==> config.mk <==
export PLATFORM = sky130hd
export DESIGN_NAME = deferred_release_queue
export DESIGN_NICKNAME = d
export VERILOG_FILES = /design/src/rtl/drq_pkg.sv /design/src/rtl/drq_datapath.sv /design/src/rtl/drq_ctrl.sv /design/src/rtl/deferred_release_queue.sv
export SDC_FILE = /design/constraint.sdc
export NUM_CORES = 1
export LEC_CHECK = 0
export ABC_CLOCK_PERIOD_IN_PS = 5250
export BUFFER_PORTS_ARGS = -buffer_cell sky130_fd_sc_hd__buf_2
export CAP_MARGIN = 20
export CORE_ASPECT_RATIO = 1.2
export CORE_MARGIN = 4
export CORE_UTILIZATION = 63
export CTS_CLUSTER_SIZE = 25
export DETAILED_ROUTE_END_ITERATION = 7
export GPL_ROUTABILITY_DRIVEN = 0
export PLACE_DENSITY = 0.85
export SLEW_MARGIN = 20
export SYNTH_ARGS = -nofsm -noshare
export SYNTH_HDL_FRONTEND = slang
export SYNTH_SLANG_ARGS = --single-unit
==> constraint.sdc <==
create_clock -name clk -period 5.25 [get_ports clk]
set_input_delay 1.05 -clock clk [delete_from_list [all_inputs] [get_ports clk]]
set_output_delay 1.05 -clock clk [all_outputs]
set_load 0.005 [all_outputs]
==> src/rtl/drq_pkg.sv <==
// Shared types, constants and helpers for the deferred release queue.
`default_nettype none
package drq_pkg;

    localparam int DEPTH       = 16;
    localparam int HANDLE_BITS = 16;
    localparam int DELAY_BITS  = 8;
    localparam int PTR_BITS    = $clog2(DEPTH);
    localparam int TDATA_BITS  = ((HANDLE_BITS + 7) / 8) * 8;
    localparam int CMD_BITS    = 2;
    localparam int STATUS_BITS = 3;

    localparam logic [DELAY_BITS-1:0] DEFER_RESET = DELAY_BITS'(2);

    typedef logic [PTR_BITS-1:0]    ptr_t;
    typedef logic [HANDLE_BITS-1:0] handle_t;
    typedef logic [DELAY_BITS-1:0]  count_t;

    typedef enum logic [CMD_BITS-1:0] {
        CMD_RELEASE = 2'd0,
        CMD_TICK    = 2'd1,
        CMD_CLEAR   = 2'd2
    } cmd_t;

    typedef enum logic [STATUS_BITS-1:0] {
        ST_ACCEPTED = 3'd0,
        ST_DROPPED  = 3'd1,
        ST_NULL     = 3'd2,
        ST_FREED    = 3'd3,
        ST_NOTHING  = 3'd4,
        ST_CLEARED  = 3'd5
    } status_t;

    // Commands from the controller to the datapath.
    typedef struct packed {
        logic    load;
        logic    store;
        logic    clear;
        logic    step;
        logic    emit;
        status_t emit_status;
        logic    emit_pend;
        logic    emit_last;
    } dp_cmd_t;

    // Status from the datapath to the controller.
    typedef struct packed {
        cmd_t item_cmd;
        logic handle_null;
        logic ring_full;
        logic cnt_zero;
        logic dec_zero;
        logic walk_end;
        logic pend_valid;
        logic out_free;
    } dp_status_t;

    function automatic ptr_t next_ptr(input ptr_t p);
        ptr_t r;
        if (p == PTR_BITS'(DEPTH - 1))
        begin
            r = '0;
        end
        else
        begin
            r = p + PTR_BITS'(1);
        end
        return r;
    endfunction

endpackage
`default_nettype wire

==> src/rtl/drq_datapath.sv <==
// Datapath: ring stores, pointers, walk cursor, pending result and output register.
`default_nettype none
module drq_datapath (
    input  wire logic                                 clk,
    input  wire logic                                 rst_n,
    input  wire logic                                 cfg_wr_en,
    input  wire logic [drq_pkg::DELAY_BITS-1:0]       cfg_wr_data,
    input  wire logic [drq_pkg::CMD_BITS-1:0]         in_cmd,
    input  wire logic [drq_pkg::HANDLE_BITS-1:0]      in_handle,
    input  wire drq_pkg::dp_cmd_t                     cmd,
    output drq_pkg::dp_status_t                       status,
    input  wire logic                                 out_ready,
    output logic                                      out_valid,
    output logic [drq_pkg::STATUS_BITS-1:0]           out_status,
    output logic [drq_pkg::HANDLE_BITS-1:0]           out_handle,
    output logic                                      out_last
);
    import drq_pkg::*;

    handle_t           handle_mem [DEPTH];
    count_t            cnt_mem    [DEPTH];
    logic [DEPTH-1:0]  valid_reg;

    ptr_t      wp_reg, rp_reg, cur_reg;
    count_t    defer_reg;
    cmd_t      item_cmd_reg;
    handle_t   item_handle_reg;
    count_t    cnt_q_reg;
    handle_t   handle_q_reg;
    logic      pend_valid_reg;
    handle_t   pend_handle_reg;
    logic      out_valid_reg;
    status_t   out_status_reg;
    handle_t   out_handle_reg;
    logic      out_last_reg;

    ptr_t      cur_nxt;
    ptr_t      rd_addr;
    count_t    dec;
    count_t    defer_eff;
    logic      out_free;

    assign cur_nxt   = next_ptr(cur_reg);
    assign rd_addr   = cmd.load ? rp_reg : cur_nxt;
    assign dec       = cnt_q_reg - DELAY_BITS'(1);
    assign defer_eff = (defer_reg == '0) ? DELAY_BITS'(1) : defer_reg;
    assign out_free  = !out_valid_reg || out_ready;

    assign status.item_cmd    = item_cmd_reg;
    assign status.handle_null = (item_handle_reg == '0);
    assign status.ring_full   = (wp_reg == rp_reg) && (cnt_q_reg != '0);
    assign status.cnt_zero    = (cnt_q_reg == '0);
    assign status.dec_zero    = (cnt_q_reg == DELAY_BITS'(1));
    assign status.walk_end    = (cur_nxt == wp_reg);
    assign status.pend_valid  = pend_valid_reg;
    assign status.out_free    = out_free;

    // Store writes and registered reads; the stores carry no reset.
    always_ff @(posedge clk)
    begin
        if (cmd.store)
        begin
            handle_mem[wp_reg] <= item_handle_reg;
            cnt_mem[wp_reg]    <= defer_eff;
        end
        else if (cmd.step)
        begin
            cnt_mem[cur_reg] <= dec;
        end
        if (cmd.load || cmd.step)
        begin
            cnt_q_reg    <= valid_reg[rd_addr] ? cnt_mem[rd_addr] : '0;
            handle_q_reg <= handle_mem[rd_addr];
        end
        if (cmd.load)
        begin
            item_cmd_reg    <= cmd_t'(in_cmd);
            item_handle_reg <= in_handle;
        end
        if (cmd.step && status.dec_zero)
        begin
            pend_handle_reg <= handle_q_reg;
        end
        if (cmd.emit)
        begin
            out_status_reg <= cmd.emit_status;
            out_handle_reg <= cmd.emit_pend ? pend_handle_reg : '0;
            out_last_reg   <= cmd.emit_last;
        end
    end

    always_ff @(posedge clk or negedge rst_n)
    begin
        if (!rst_n)
        begin
            valid_reg      <= '0;
            wp_reg         <= '0;
            rp_reg         <= '0;
            cur_reg        <= '0;
            defer_reg      <= DEFER_RESET;
            pend_valid_reg <= 1'b0;
            out_valid_reg  <= 1'b0;
        end
        else
        begin
            if (cfg_wr_en)
            begin
                defer_reg <= cfg_wr_data;
            end
            if (cmd.clear)
            begin
                valid_reg <= '0;
                wp_reg    <= '0;
                rp_reg    <= '0;
            end
            else if (cmd.store)
            begin
                valid_reg[wp_reg] <= 1'b1;
                wp_reg            <= next_ptr(wp_reg);
            end
            else if (cmd.step)
            begin
                valid_reg[cur_reg] <= 1'b1;
                if (status.dec_zero)
                begin
                    rp_reg <= cur_nxt;
                end
            end
            if (cmd.load)
            begin
                cur_reg <= rp_reg;
            end
            else if (cmd.step)
            begin
                cur_reg <= cur_nxt;
            end
            // A newly freed entry becomes pending in the same cycle as the older one is sent.
            if (cmd.step && status.dec_zero)
            begin
                pend_valid_reg <= 1'b1;
            end
            else if (cmd.emit && cmd.emit_pend)
            begin
                pend_valid_reg <= 1'b0;
            end
            if (cmd.emit)
            begin
                out_valid_reg <= 1'b1;
            end
            else if (out_ready)
            begin
                out_valid_reg <= 1'b0;
            end
        end
    end

    assign out_valid  = out_valid_reg;
    assign out_status = out_status_reg;
    assign out_handle = out_handle_reg;
    assign out_last   = out_last_reg;

    a_emit_only_when_free: assert property (@(posedge clk) disable iff (!rst_n)
        cmd.emit |-> out_free)
        else $error("result written while the output register was occupied");

    a_store_not_full: assert property (@(posedge clk) disable iff (!rst_n)
        cmd.store |-> (!status.ring_full && !status.handle_null))
        else $error("handle stored into a full ring or null handle stored");

    a_clear_resets_pointers: assert property (@(posedge clk) disable iff (!rst_n)
        cmd.clear |=> (wp_reg == '0 && rp_reg == '0 && valid_reg == '0))
        else $error("clear did not empty the ring");

    a_handle_only_when_freed: assert property (@(posedge clk) disable iff (!rst_n)
        (cmd.emit && cmd.emit_status != ST_FREED) |=> (out_handle_reg == '0))
        else $error("handle shown on a result that frees nothing");

endmodule
`default_nettype wire

==> src/rtl/drq_ctrl.sv <==
// Controller state machine sequencing releases, ticks and clears.
`default_nettype none
module drq_ctrl (
    input  wire logic                 clk,
    input  wire logic                 rst_n,
    input  wire logic                 in_valid,
    output logic                      in_ready,
    input  wire drq_pkg::dp_status_t  status,
    output drq_pkg::dp_cmd_t          cmd
);
    import drq_pkg::*;

    typedef enum logic [3:0] {
        S_IDLE   = 4'b0001,
        S_LOOK   = 4'b0010,
        S_WALK   = 4'b0100,
        S_FINISH = 4'b1000
    } state_t;

    state_t state_reg, state_next;
    logic   need_emit;

    assign in_ready  = (state_reg == S_IDLE);
    assign need_emit = status.dec_zero && status.pend_valid;

    always_comb
    begin
        state_next      = state_reg;
        cmd             = '0;
        cmd.emit_status = ST_NOTHING;
        case (state_reg)
            S_IDLE:
            begin
                if (in_valid)
                begin
                    cmd.load   = 1'b1;
                    state_next = S_LOOK;
                end
            end
            S_LOOK:
            begin
                if (status.item_cmd == CMD_TICK && !status.cnt_zero)
                begin
                    state_next = S_WALK;
                end
                else if (status.out_free)
                begin
                    cmd.emit      = 1'b1;
                    cmd.emit_last = 1'b1;
                    state_next    = S_IDLE;
                    case (status.item_cmd)
                        CMD_RELEASE:
                        begin
                            if (status.handle_null)
                            begin
                                cmd.emit_status = ST_NULL;
                            end
                            else if (status.ring_full)
                            begin
                                cmd.emit_status = ST_DROPPED;
                            end
                            else
                            begin
                                cmd.store       = 1'b1;
                                cmd.emit_status = ST_ACCEPTED;
                            end
                        end
                        CMD_CLEAR:
                        begin
                            cmd.clear       = 1'b1;
                            cmd.emit_status = ST_CLEARED;
                        end
                        default:
                        begin
                            cmd.emit_status = ST_NOTHING;
                        end
                    endcase
                end
            end
            S_WALK:
            begin
                // The previous freed item goes out only once a later one is found,
                // so that the final result can carry the last flag.
                if (!need_emit || status.out_free)
                begin
                    cmd.step = 1'b1;
                    if (need_emit)
                    begin
                        cmd.emit        = 1'b1;
                        cmd.emit_status = ST_FREED;
                        cmd.emit_pend   = 1'b1;
                    end
                    if (status.walk_end)
                    begin
                        state_next = S_FINISH;
                    end
                end
            end
            S_FINISH:
            begin
                if (status.out_free)
                begin
                    cmd.emit        = 1'b1;
                    cmd.emit_last   = 1'b1;
                    cmd.emit_pend   = status.pend_valid;
                    cmd.emit_status = status.pend_valid ? ST_FREED : ST_NOTHING;
                    state_next      = S_IDLE;
                end
            end
            default:
            begin
                state_next = S_IDLE;
            end
        endcase
    end

    always_ff @(posedge clk or negedge rst_n)
    begin
        if (!rst_n)
        begin
            state_reg <= S_IDLE;
        end
        else
        begin
            state_reg <= state_next;
        end
    end

    a_load_only_idle: assert property (@(posedge clk) disable iff (!rst_n)
        cmd.load |=> (state_reg == S_LOOK))
        else $error("item taken outside the idle state");

    a_finish_ends_item: assert property (@(posedge clk) disable iff (!rst_n)
        (state_reg == S_FINISH && status.out_free) |-> (cmd.emit && cmd.emit_last))
        else $error("walk finished without a final result");

endmodule
`default_nettype wire

==> src/rtl/deferred_release_queue.sv <==
// Top level of the deferred release queue: stream ports, controller and datapath.
`default_nettype none
// Holds up to 16 released handles in a ring, each with a countdown loaded from
// defer_ticks (0 acts as 1). A release, clear or unused command, and a tick that
// finds a zero countdown at the read pointer, pass through the look state and
// give one result. Any other tick walks the ring entries from the read pointer
// to the write pointer (up to 16), since the countdown store has a single
// registered read port and is visited one entry a cycle while no freed handle
// waits for the output register; each freed handle is a result of its own, and
// the final result of every input item has tlast set. Extra cycles are added
// while the output is held by m_tready low. An item is taken whenever the block
// is idle, even while its last result still waits at the output.
module deferred_release_queue (
    input  wire logic                               clk,
    input  wire logic                               rst_n,
    input  wire logic                               cfg_wr_en,
    input  wire logic [drq_pkg::DELAY_BITS-1:0]     cfg_wr_data,   // defer_ticks
    input  wire logic                               s_tvalid,
    output logic                                    s_tready,
    input  wire logic [drq_pkg::TDATA_BITS-1:0]     s_tdata,       // handle
    input  wire logic [drq_pkg::CMD_BITS-1:0]       s_tuser,       // cmd
    output logic                                    m_tvalid,
    input  wire logic                               m_tready,
    output logic [drq_pkg::TDATA_BITS-1:0]          m_tdata,       // freed_handle
    output logic [drq_pkg::STATUS_BITS-1:0]         m_tuser,       // status
    output logic                                    m_tlast
);
    import drq_pkg::*;

    dp_cmd_t    cmd;
    dp_status_t status;
    handle_t    out_handle;

    drq_ctrl u_ctrl (
        .clk      (clk),
        .rst_n    (rst_n),
        .in_valid (s_tvalid),
        .in_ready (s_tready),
        .status   (status),
        .cmd      (cmd)
    );

    drq_datapath u_datapath (
        .clk         (clk),
        .rst_n       (rst_n),
        .cfg_wr_en   (cfg_wr_en),
        .cfg_wr_data (cfg_wr_data),
        .in_cmd      (s_tuser),
        .in_handle   (s_tdata[HANDLE_BITS-1:0]),
        .cmd         (cmd),
        .status      (status),
        .out_ready   (m_tready),
        .out_valid   (m_tvalid),
        .out_status  (m_tuser),
        .out_handle  (out_handle),
        .out_last    (m_tlast)
    );

    assign m_tdata = TDATA_BITS'(out_handle);

endmodule
`default_nettype wire

* Word-level counts from Yosys, hierarchy flattened
Memory sizes are Yosys's and may differ from the RTL's. A register that Yosys moved wholly into a read port is not among the register bits.
Cells that the tools add are included.
** Word-level totals
- Memories :: 2
- Register bits :: 96
- Word-level logic and storage cells :: 133
- RAM bits :: 384
- Bits of input ports :: 31
** Memories
- u_datapath.handle_mem :: words 16, bits a word 16, rd ports 1, clocked after memory_dff 1, write ports 1, RTL line drq_datapath.sv:20 : handle_t handle_mem [DEPTH];
- u_datapath.cnt_mem :: words 16, bits a word 8, rd ports 1, clocked after memory_dff 1, write ports 1, RTL line drq_datapath.sv:21 : count_t cnt_mem [DEPTH];
** Operators by class
- Order comparisons :: 5
- Equal/unequal tests :: 15
- Bitwise operators :: 2
- Mux-type cells :: 63
- Add/sub/neg operators :: 3
- Reduce and logical (&&, ||, !) cells :: 29
** Operator list (number)
- two-way mux 4 bit :: 19
- two-way mux 16 bit :: 3
- OR 16 bit :: 2
- two-way mux 1 bit :: 23
- zero test 16 bit :: 1
- zero test 8 bit :: 2
- two-way mux 8 bit :: 2
- case mux 4 bit (4 select lines) :: 1
- < comparator 4 x 5 -> 1 bit (second input constant) :: 3
- equality test 4 bit (second input constant) :: 3
- two-way mux 6 bit :: 2
- case mux 4 bit (3 select lines) :: 1
- nonzero test 2 bit :: 6
- adder 4 x 1 -> 4 bit (second input constant) :: 2
- demux 1 bit (select 4 bit) :: 2
- equality test 4 bit :: 2
- equality test 8 x 1 -> 1 bit (second input constant) :: 1
- >= comparator 4 x 1 -> 1 bit (second input constant) :: 2
- nonzero test 8 bit :: 1
- OR reduction 8 bit :: 1
- subtractor 8 x 1 -> 8 bit (second input constant) :: 1
- logical AND 1 bit :: 7
- two-way mux 2 bit :: 3
- two-way mux 3 bit :: 2
- other kinds (16) :: 25

* Longest topological paths before layout
- Depth in word-level cells :: 12
- Gate-level depth with buffers :: 11
- Gate-level depth less buffers :: 7

* Cells and area by module
Synthesis repeated with hierarchy kept, for this count alone.
** Second synthesis, totals
- Cells, all modules :: 1278
- Area, all modules :: 20477.1 µm²
** By module, submodules not included
- drq_datapath :: sequential area each 14825.5 µm², times used 1, area an instance 20024.2 µm², cells an instance 1222
- drq_ctrl :: sequential area each 101.3 µm², times used 1, area an instance 452.9 µm², cells an instance 56

* Least setup slack after synthesis
No wires, ideal clock.
- Path kind :: input to register
- Start point :: input port m_tready
- End point :: memory u_datapath.handle_mem[11][0] in the netlist's numbering, enable pin
- Setup slack :: 1665 ps
- Data required time :: 4838 ps
- Data arrival time :: 3174 ps
- Library setup time :: 412 ps
- Buffers on the path :: 1
- Stages :: 6
- Cell sequence :: nor2b_1 -> nor4_1 -> o2111a_1 -> buf_2 -> nand2_1 -> nor3_1
** On the way
- Cells in the longest elaborated chain, start to end :: 6
** Ends and longest elaborated chain
- from (decl) :: RTL line deferred_release_queue.sv:23 : input wire logic m_tready,
- logical OR 1 bit :: RTL line drq_datapath.sv:47 : assign out_free = !out_valid_reg || out_ready;
- two-way mux 2 bit :: RTL line drq_ctrl.sv:46 : else if (status.out_free)
- two-way mux 2 bit :: RTL line drq_ctrl.sv:42 : if (status.item_cmd == CMD_TICK && !status.cnt_zero)
- two-way mux 2 bit :: RTL line drq_ctrl.sv:31 : case (state_reg)
- two-way mux 1 bit :: RTL line drq_datapath.sv:61 : if (cmd.store)
- two-way mux 1 bit (implied by the code) :: RTL line drq_datapath.sv:63 : handle_mem[wp_reg] <= item_handle_reg;
- to (decl) :: RTL line drq_datapath.sv:20
No other way between the ends.

* Worst setup path in the final report
- Start point :: register u_ctrl.state_reg[2]
- End point :: memory u_datapath.handle_mem[10][1] in the netlist's numbering, enable pin
** On the way
- Cells in the longest elaborated chain, start to end :: 4
** Ends and longest elaborated chain
- from (decl) :: RTL line drq_ctrl.sv:20 : state_t state_reg, state_next;
- from (signal assigned) :: RTL line drq_ctrl.sv:125 : state_reg <= state_next;
- equality test 4 x 2 -> 1 bit :: RTL line drq_ctrl.sv:31
- two-way mux 2 bit :: RTL line drq_ctrl.sv:31
- two-way mux 1 bit :: RTL line drq_datapath.sv:61
- two-way mux 1 bit (implied by the code) :: RTL line drq_datapath.sv:63
No other way between the ends.

==> summary.md <==
| Metric | Value |
|---|---|
| Finished Cell Area | `22900 µm²` |
| Asr flop ratio synth | `8.33%` |
| H-tree depth | `2` |
| Biggest register | `u_datapath.handle_mem` |
| R2R Setup Slk | `1.31 ns` |
| Headroom to the max-slew limit | `23.4%` |
| Share of layout cells above drive strength 1 | `12.8%` |
| Fin Clk Skew | `0.0162 ns` |
| Post-Route Setup TNS | `0 ns` |
| Ports | `53` |
| Vias in the first global route | `13.6k` |
| Hold path endpoint | `u_datapath.pend_handle_reg[11]` |
| Mapped Nets | `1488` |
| Number of hold buffers added after CTS | `0` |
| Crit end category | `flop` |
| Clk buf depth | `3` |
| Outcome | `completed` |
| Leak | `7.86 nW` |
| Psw | `about 4.7 mW` |
| R2r endpoint | `u_datapath.handle_mem[10][1]` |
| Clock root buffer | `clkbuf_16` |
| Clock network fraction of total power | `between 20% and 30%` |
| Residual DRC count | `0` |
| Commonest non-fill, non-tap cell in the layout | `edfxtp_1` |
| Die area | `~36000 µm²` |
| Initial core utilization | `~64%` |
| Post-synth EDFFs | `462` |
| Min-delay src | `u_datapath.handle_q_reg[11]` |
| Tot GR Track Use | `28.0%` |
| Warnings, synthesis | `0` |
| Cell Int Power | `8.13 mW` |
| Max reg flops | `256` |
| First-pass GRT wire length | `78200 µm` |
| Worst hold path stage count | `0` |
| Register area share after synthesis | `71.8%` |
| Clock tree from TritonCTS | `built` |
| Worst ir drop on vdd | `0.430 mV` |
| 1st-pass router iterations | `6` |
| CTS buffer count | `47` |
| Worst hold margin | `0.441 ns` |
| Part of the cycle the worst path needs | `between 70% and 80%` |
| MaxCap Viol Count | `0` |
| # Post-CTS Setup Buffers | `0` |
| Cell row count | `between 70 and 80` |
| Core Region | `32400 µm²` |
| Die height | `207 µm` |
| Yosys reg bits | `504` |
| IO buf count | `52` |
| Synthesized netlist cell count | `1446` |
| Mean Syn Cell Area | `around 14 µm²` |
| Sw Ratio | `between 30% and 40%` |
| CTS resizes | `0` |
| Reg2reg path depth | `5` |
| Most frequent cells in the layout | `edfxtp_1 (462), nand2_1 (176), and3_1 (109)` |
| Initial antenna violation count | `0` |
| Die W | `174 µm` |
| Post-DP HPWL | `30800 µm` |
| Gr ovfl total | `0` |
| Hold Path Class | `reg -> reg` |
| Final Hold Viols | `0` |
| Via count | `13.3k` |
| Wire length per cell | `27.0 µm` |
| Largest regs | `u_datapath.handle_mem x256, u_datapath.cnt_mem x128` |
| Gate power share | `34.6%` |
| Final Setup Violations | `0` |
| Largest net degree at the start of global routing | `71` |
| Min Tclk post-route | `3.94 ns` |
| Worst Path Max Fanout | `16` |
| Routed Wire Length | `approximately 52000 µm` |
| Synth unique cells | `69` |
| Clock sinks | `504` |
| Antenna Cells | `0` |
| Worst skew pair latency | `0.58 ns` |
| Critical Path RT | `5.44 ns` |
| Final Slew Violations | `0` |
| Final antenna-violating net count | `0` |
| Mapped Area | `approximately 21000 µm²` |
| Vias/cell | `6.98` |
| Area post-placement | `between 20000 and 25000 µm²` |
| CP Class | `reg -> reg` |
| Nets | `1517` |
| Worst-Margin Slew | `1.15 ns` |
| Fmax | `254 MHz` |
| Unrepaired setup endpoints after global routing | `false` |
| CP startpoint kind | `flop` |
| Top_reg_cell synth | `edfxtp_1` |
| PD cells | `561 nW/µm²` |
| Beginning of the worst register-to-register path | `u_ctrl.state_reg[2]` |
| Reg power frac | `40.3%` |
| Area Overhead vs Synth | `9.91%` |
| CP Data Arrival Time | `4.13 ns` |
| Iter 0 DRT Violations | `around 1.7k` |
| CTS clk-pin slew, worst paths | `0.06 ns` |
## power groups by stage
| stage | sequential [mW] | combinational [mW] | clock [mW] |
|---|---|---|---|
| 6_report | 5.17 | 4.43 | 3.22 |
| 5_1_grt | 5.18 | 4.71 | 3.40 |
| 4_1_cts | 5.15 | 4.33 | 3.24 |
| 3_5_place_dp | 5.23 | 4.28 | 0 |
| 3_3_place_gp | 5.22 | 4.08 | 0 |
| 2_1_floorplan | 5.05 | 3.14 | 0 |
## worst max-delay path, cell delays in order (launching register included)
cell	delay, ns
dfrtp_1	0.46
or2_1	0.46
nor4_1	0.58
o2111ai_2	0.53
nor3_1	0.65
and2_1	0.85
## metrics by stage
step | setup slack (ns) | power, mW | util (%) | instances
5_1_grt | 1.18 | 13.3 | 70.5 | 1911
2_1_floorplan | 1.66 | 8.19 | - | 1446
4_1_cts | 1.19 | 12.7 | 70.5 | 1911
6_report | 1.31 | 12.8 | 70.5 | 1911
3_5_place_dp | 0.978 | 9.51 | 66.1 | 1833
3_3_place_gp | 1.13 | 9.31 | 66.1 | 1833
## routing by layer
| metal | track usage, % | wire length [µm] |
|---|---|---|
| met4 | 15.9 | 3150 |
| met3 | 4.91 | 4690 |
| met2 | 46.8 | 25500 |
| met1 | 34.8 | 18200 |
| met5 | 0 | 0 |
## cells by family (layout without fill, tap and decap cells)
logic type                 Yosys count  count (layout)  share of synthesized area, %
xor gates and xnor gates            18              18                         0.758
muxes                               20              20                          1.06
and+or+nand+nor                    449             449                          10.9
AOI/OAI and AO/OA                  321             321                          12.3
DFF                                504             504                          71.8
buffers and inverters              123             181                          2.54
adders and majority gates           11              11                         0.662
## layout make-up
| class | count | area [µm²] |
|---|---|---|
| sequential | 504 | 14900 |
| timing repair buffer | 87 | 548 |
| fill | 1983 | 9570 |
| inverter | 16 | 60.1 |
| clock buffer | 60 | 1220 |
| tap | 407 | 509 |
| multi-input combinational | 819 | 5400 |
| clock inverter | 18 | 195 |
## how the worst max path moves through the flow
stage                   startpoint                             to  slack (ns)
2_1_floorplan             m_tready   u_datapath.handle_mem[11][0]        1.66
3_3_place_gp              m_tready    u_datapath.handle_mem[9][6]        1.13
3_5_place_dp              m_tready  u_datapath.handle_mem[10][15]        0.98
4_1_cts        u_ctrl.state_reg[2]   u_datapath.handle_mem[10][0]        1.19
5_1_grt        u_ctrl.state_reg[2]   u_datapath.handle_mem[10][1]        1.18
6_report       u_ctrl.state_reg[2]   u_datapath.handle_mem[10][1]        1.31
## Yosys cell counts, types with 4 or more instances
cell type  instances  area share [%]
a21oi_1           13            0.31
or4_1             18            0.65
nand2b_1           8            0.24
clkbuf_1          70             1.3
o21a_1             4            0.14
nand3_1           12            0.29
a32oi_1            9            0.38
nor2_1            53            0.96
buf_4              7            0.25
o32ai_1           10            0.42
o21ai_0           18            0.43
a31oi_1            8            0.24
nor3_1            11            0.26
xnor2_1           15            0.63
dfrtp_1           40             4.8
and3_1           109             3.3
a311oi_1          64             2.7
o2bb2ai_1          4            0.17
buf_2             25            0.60
o211ai_1           8            0.29
mux2_2            17            0.92
a211o_1            8            0.34
a21boi_0          24            0.87
and4_1             7            0.29
nand2_1          177             3.2
a211oi_1          93             3.4
a221oi_1           6            0.25
a311o_1           17            0.82
and2_1            25            0.75
o32a_1            12            0.58
edfxtp_1         462              67
ha_1              11            0.66
inv_1             14            0.25
nor4_1             7            0.21
Power figures use the tool's default switching activity.
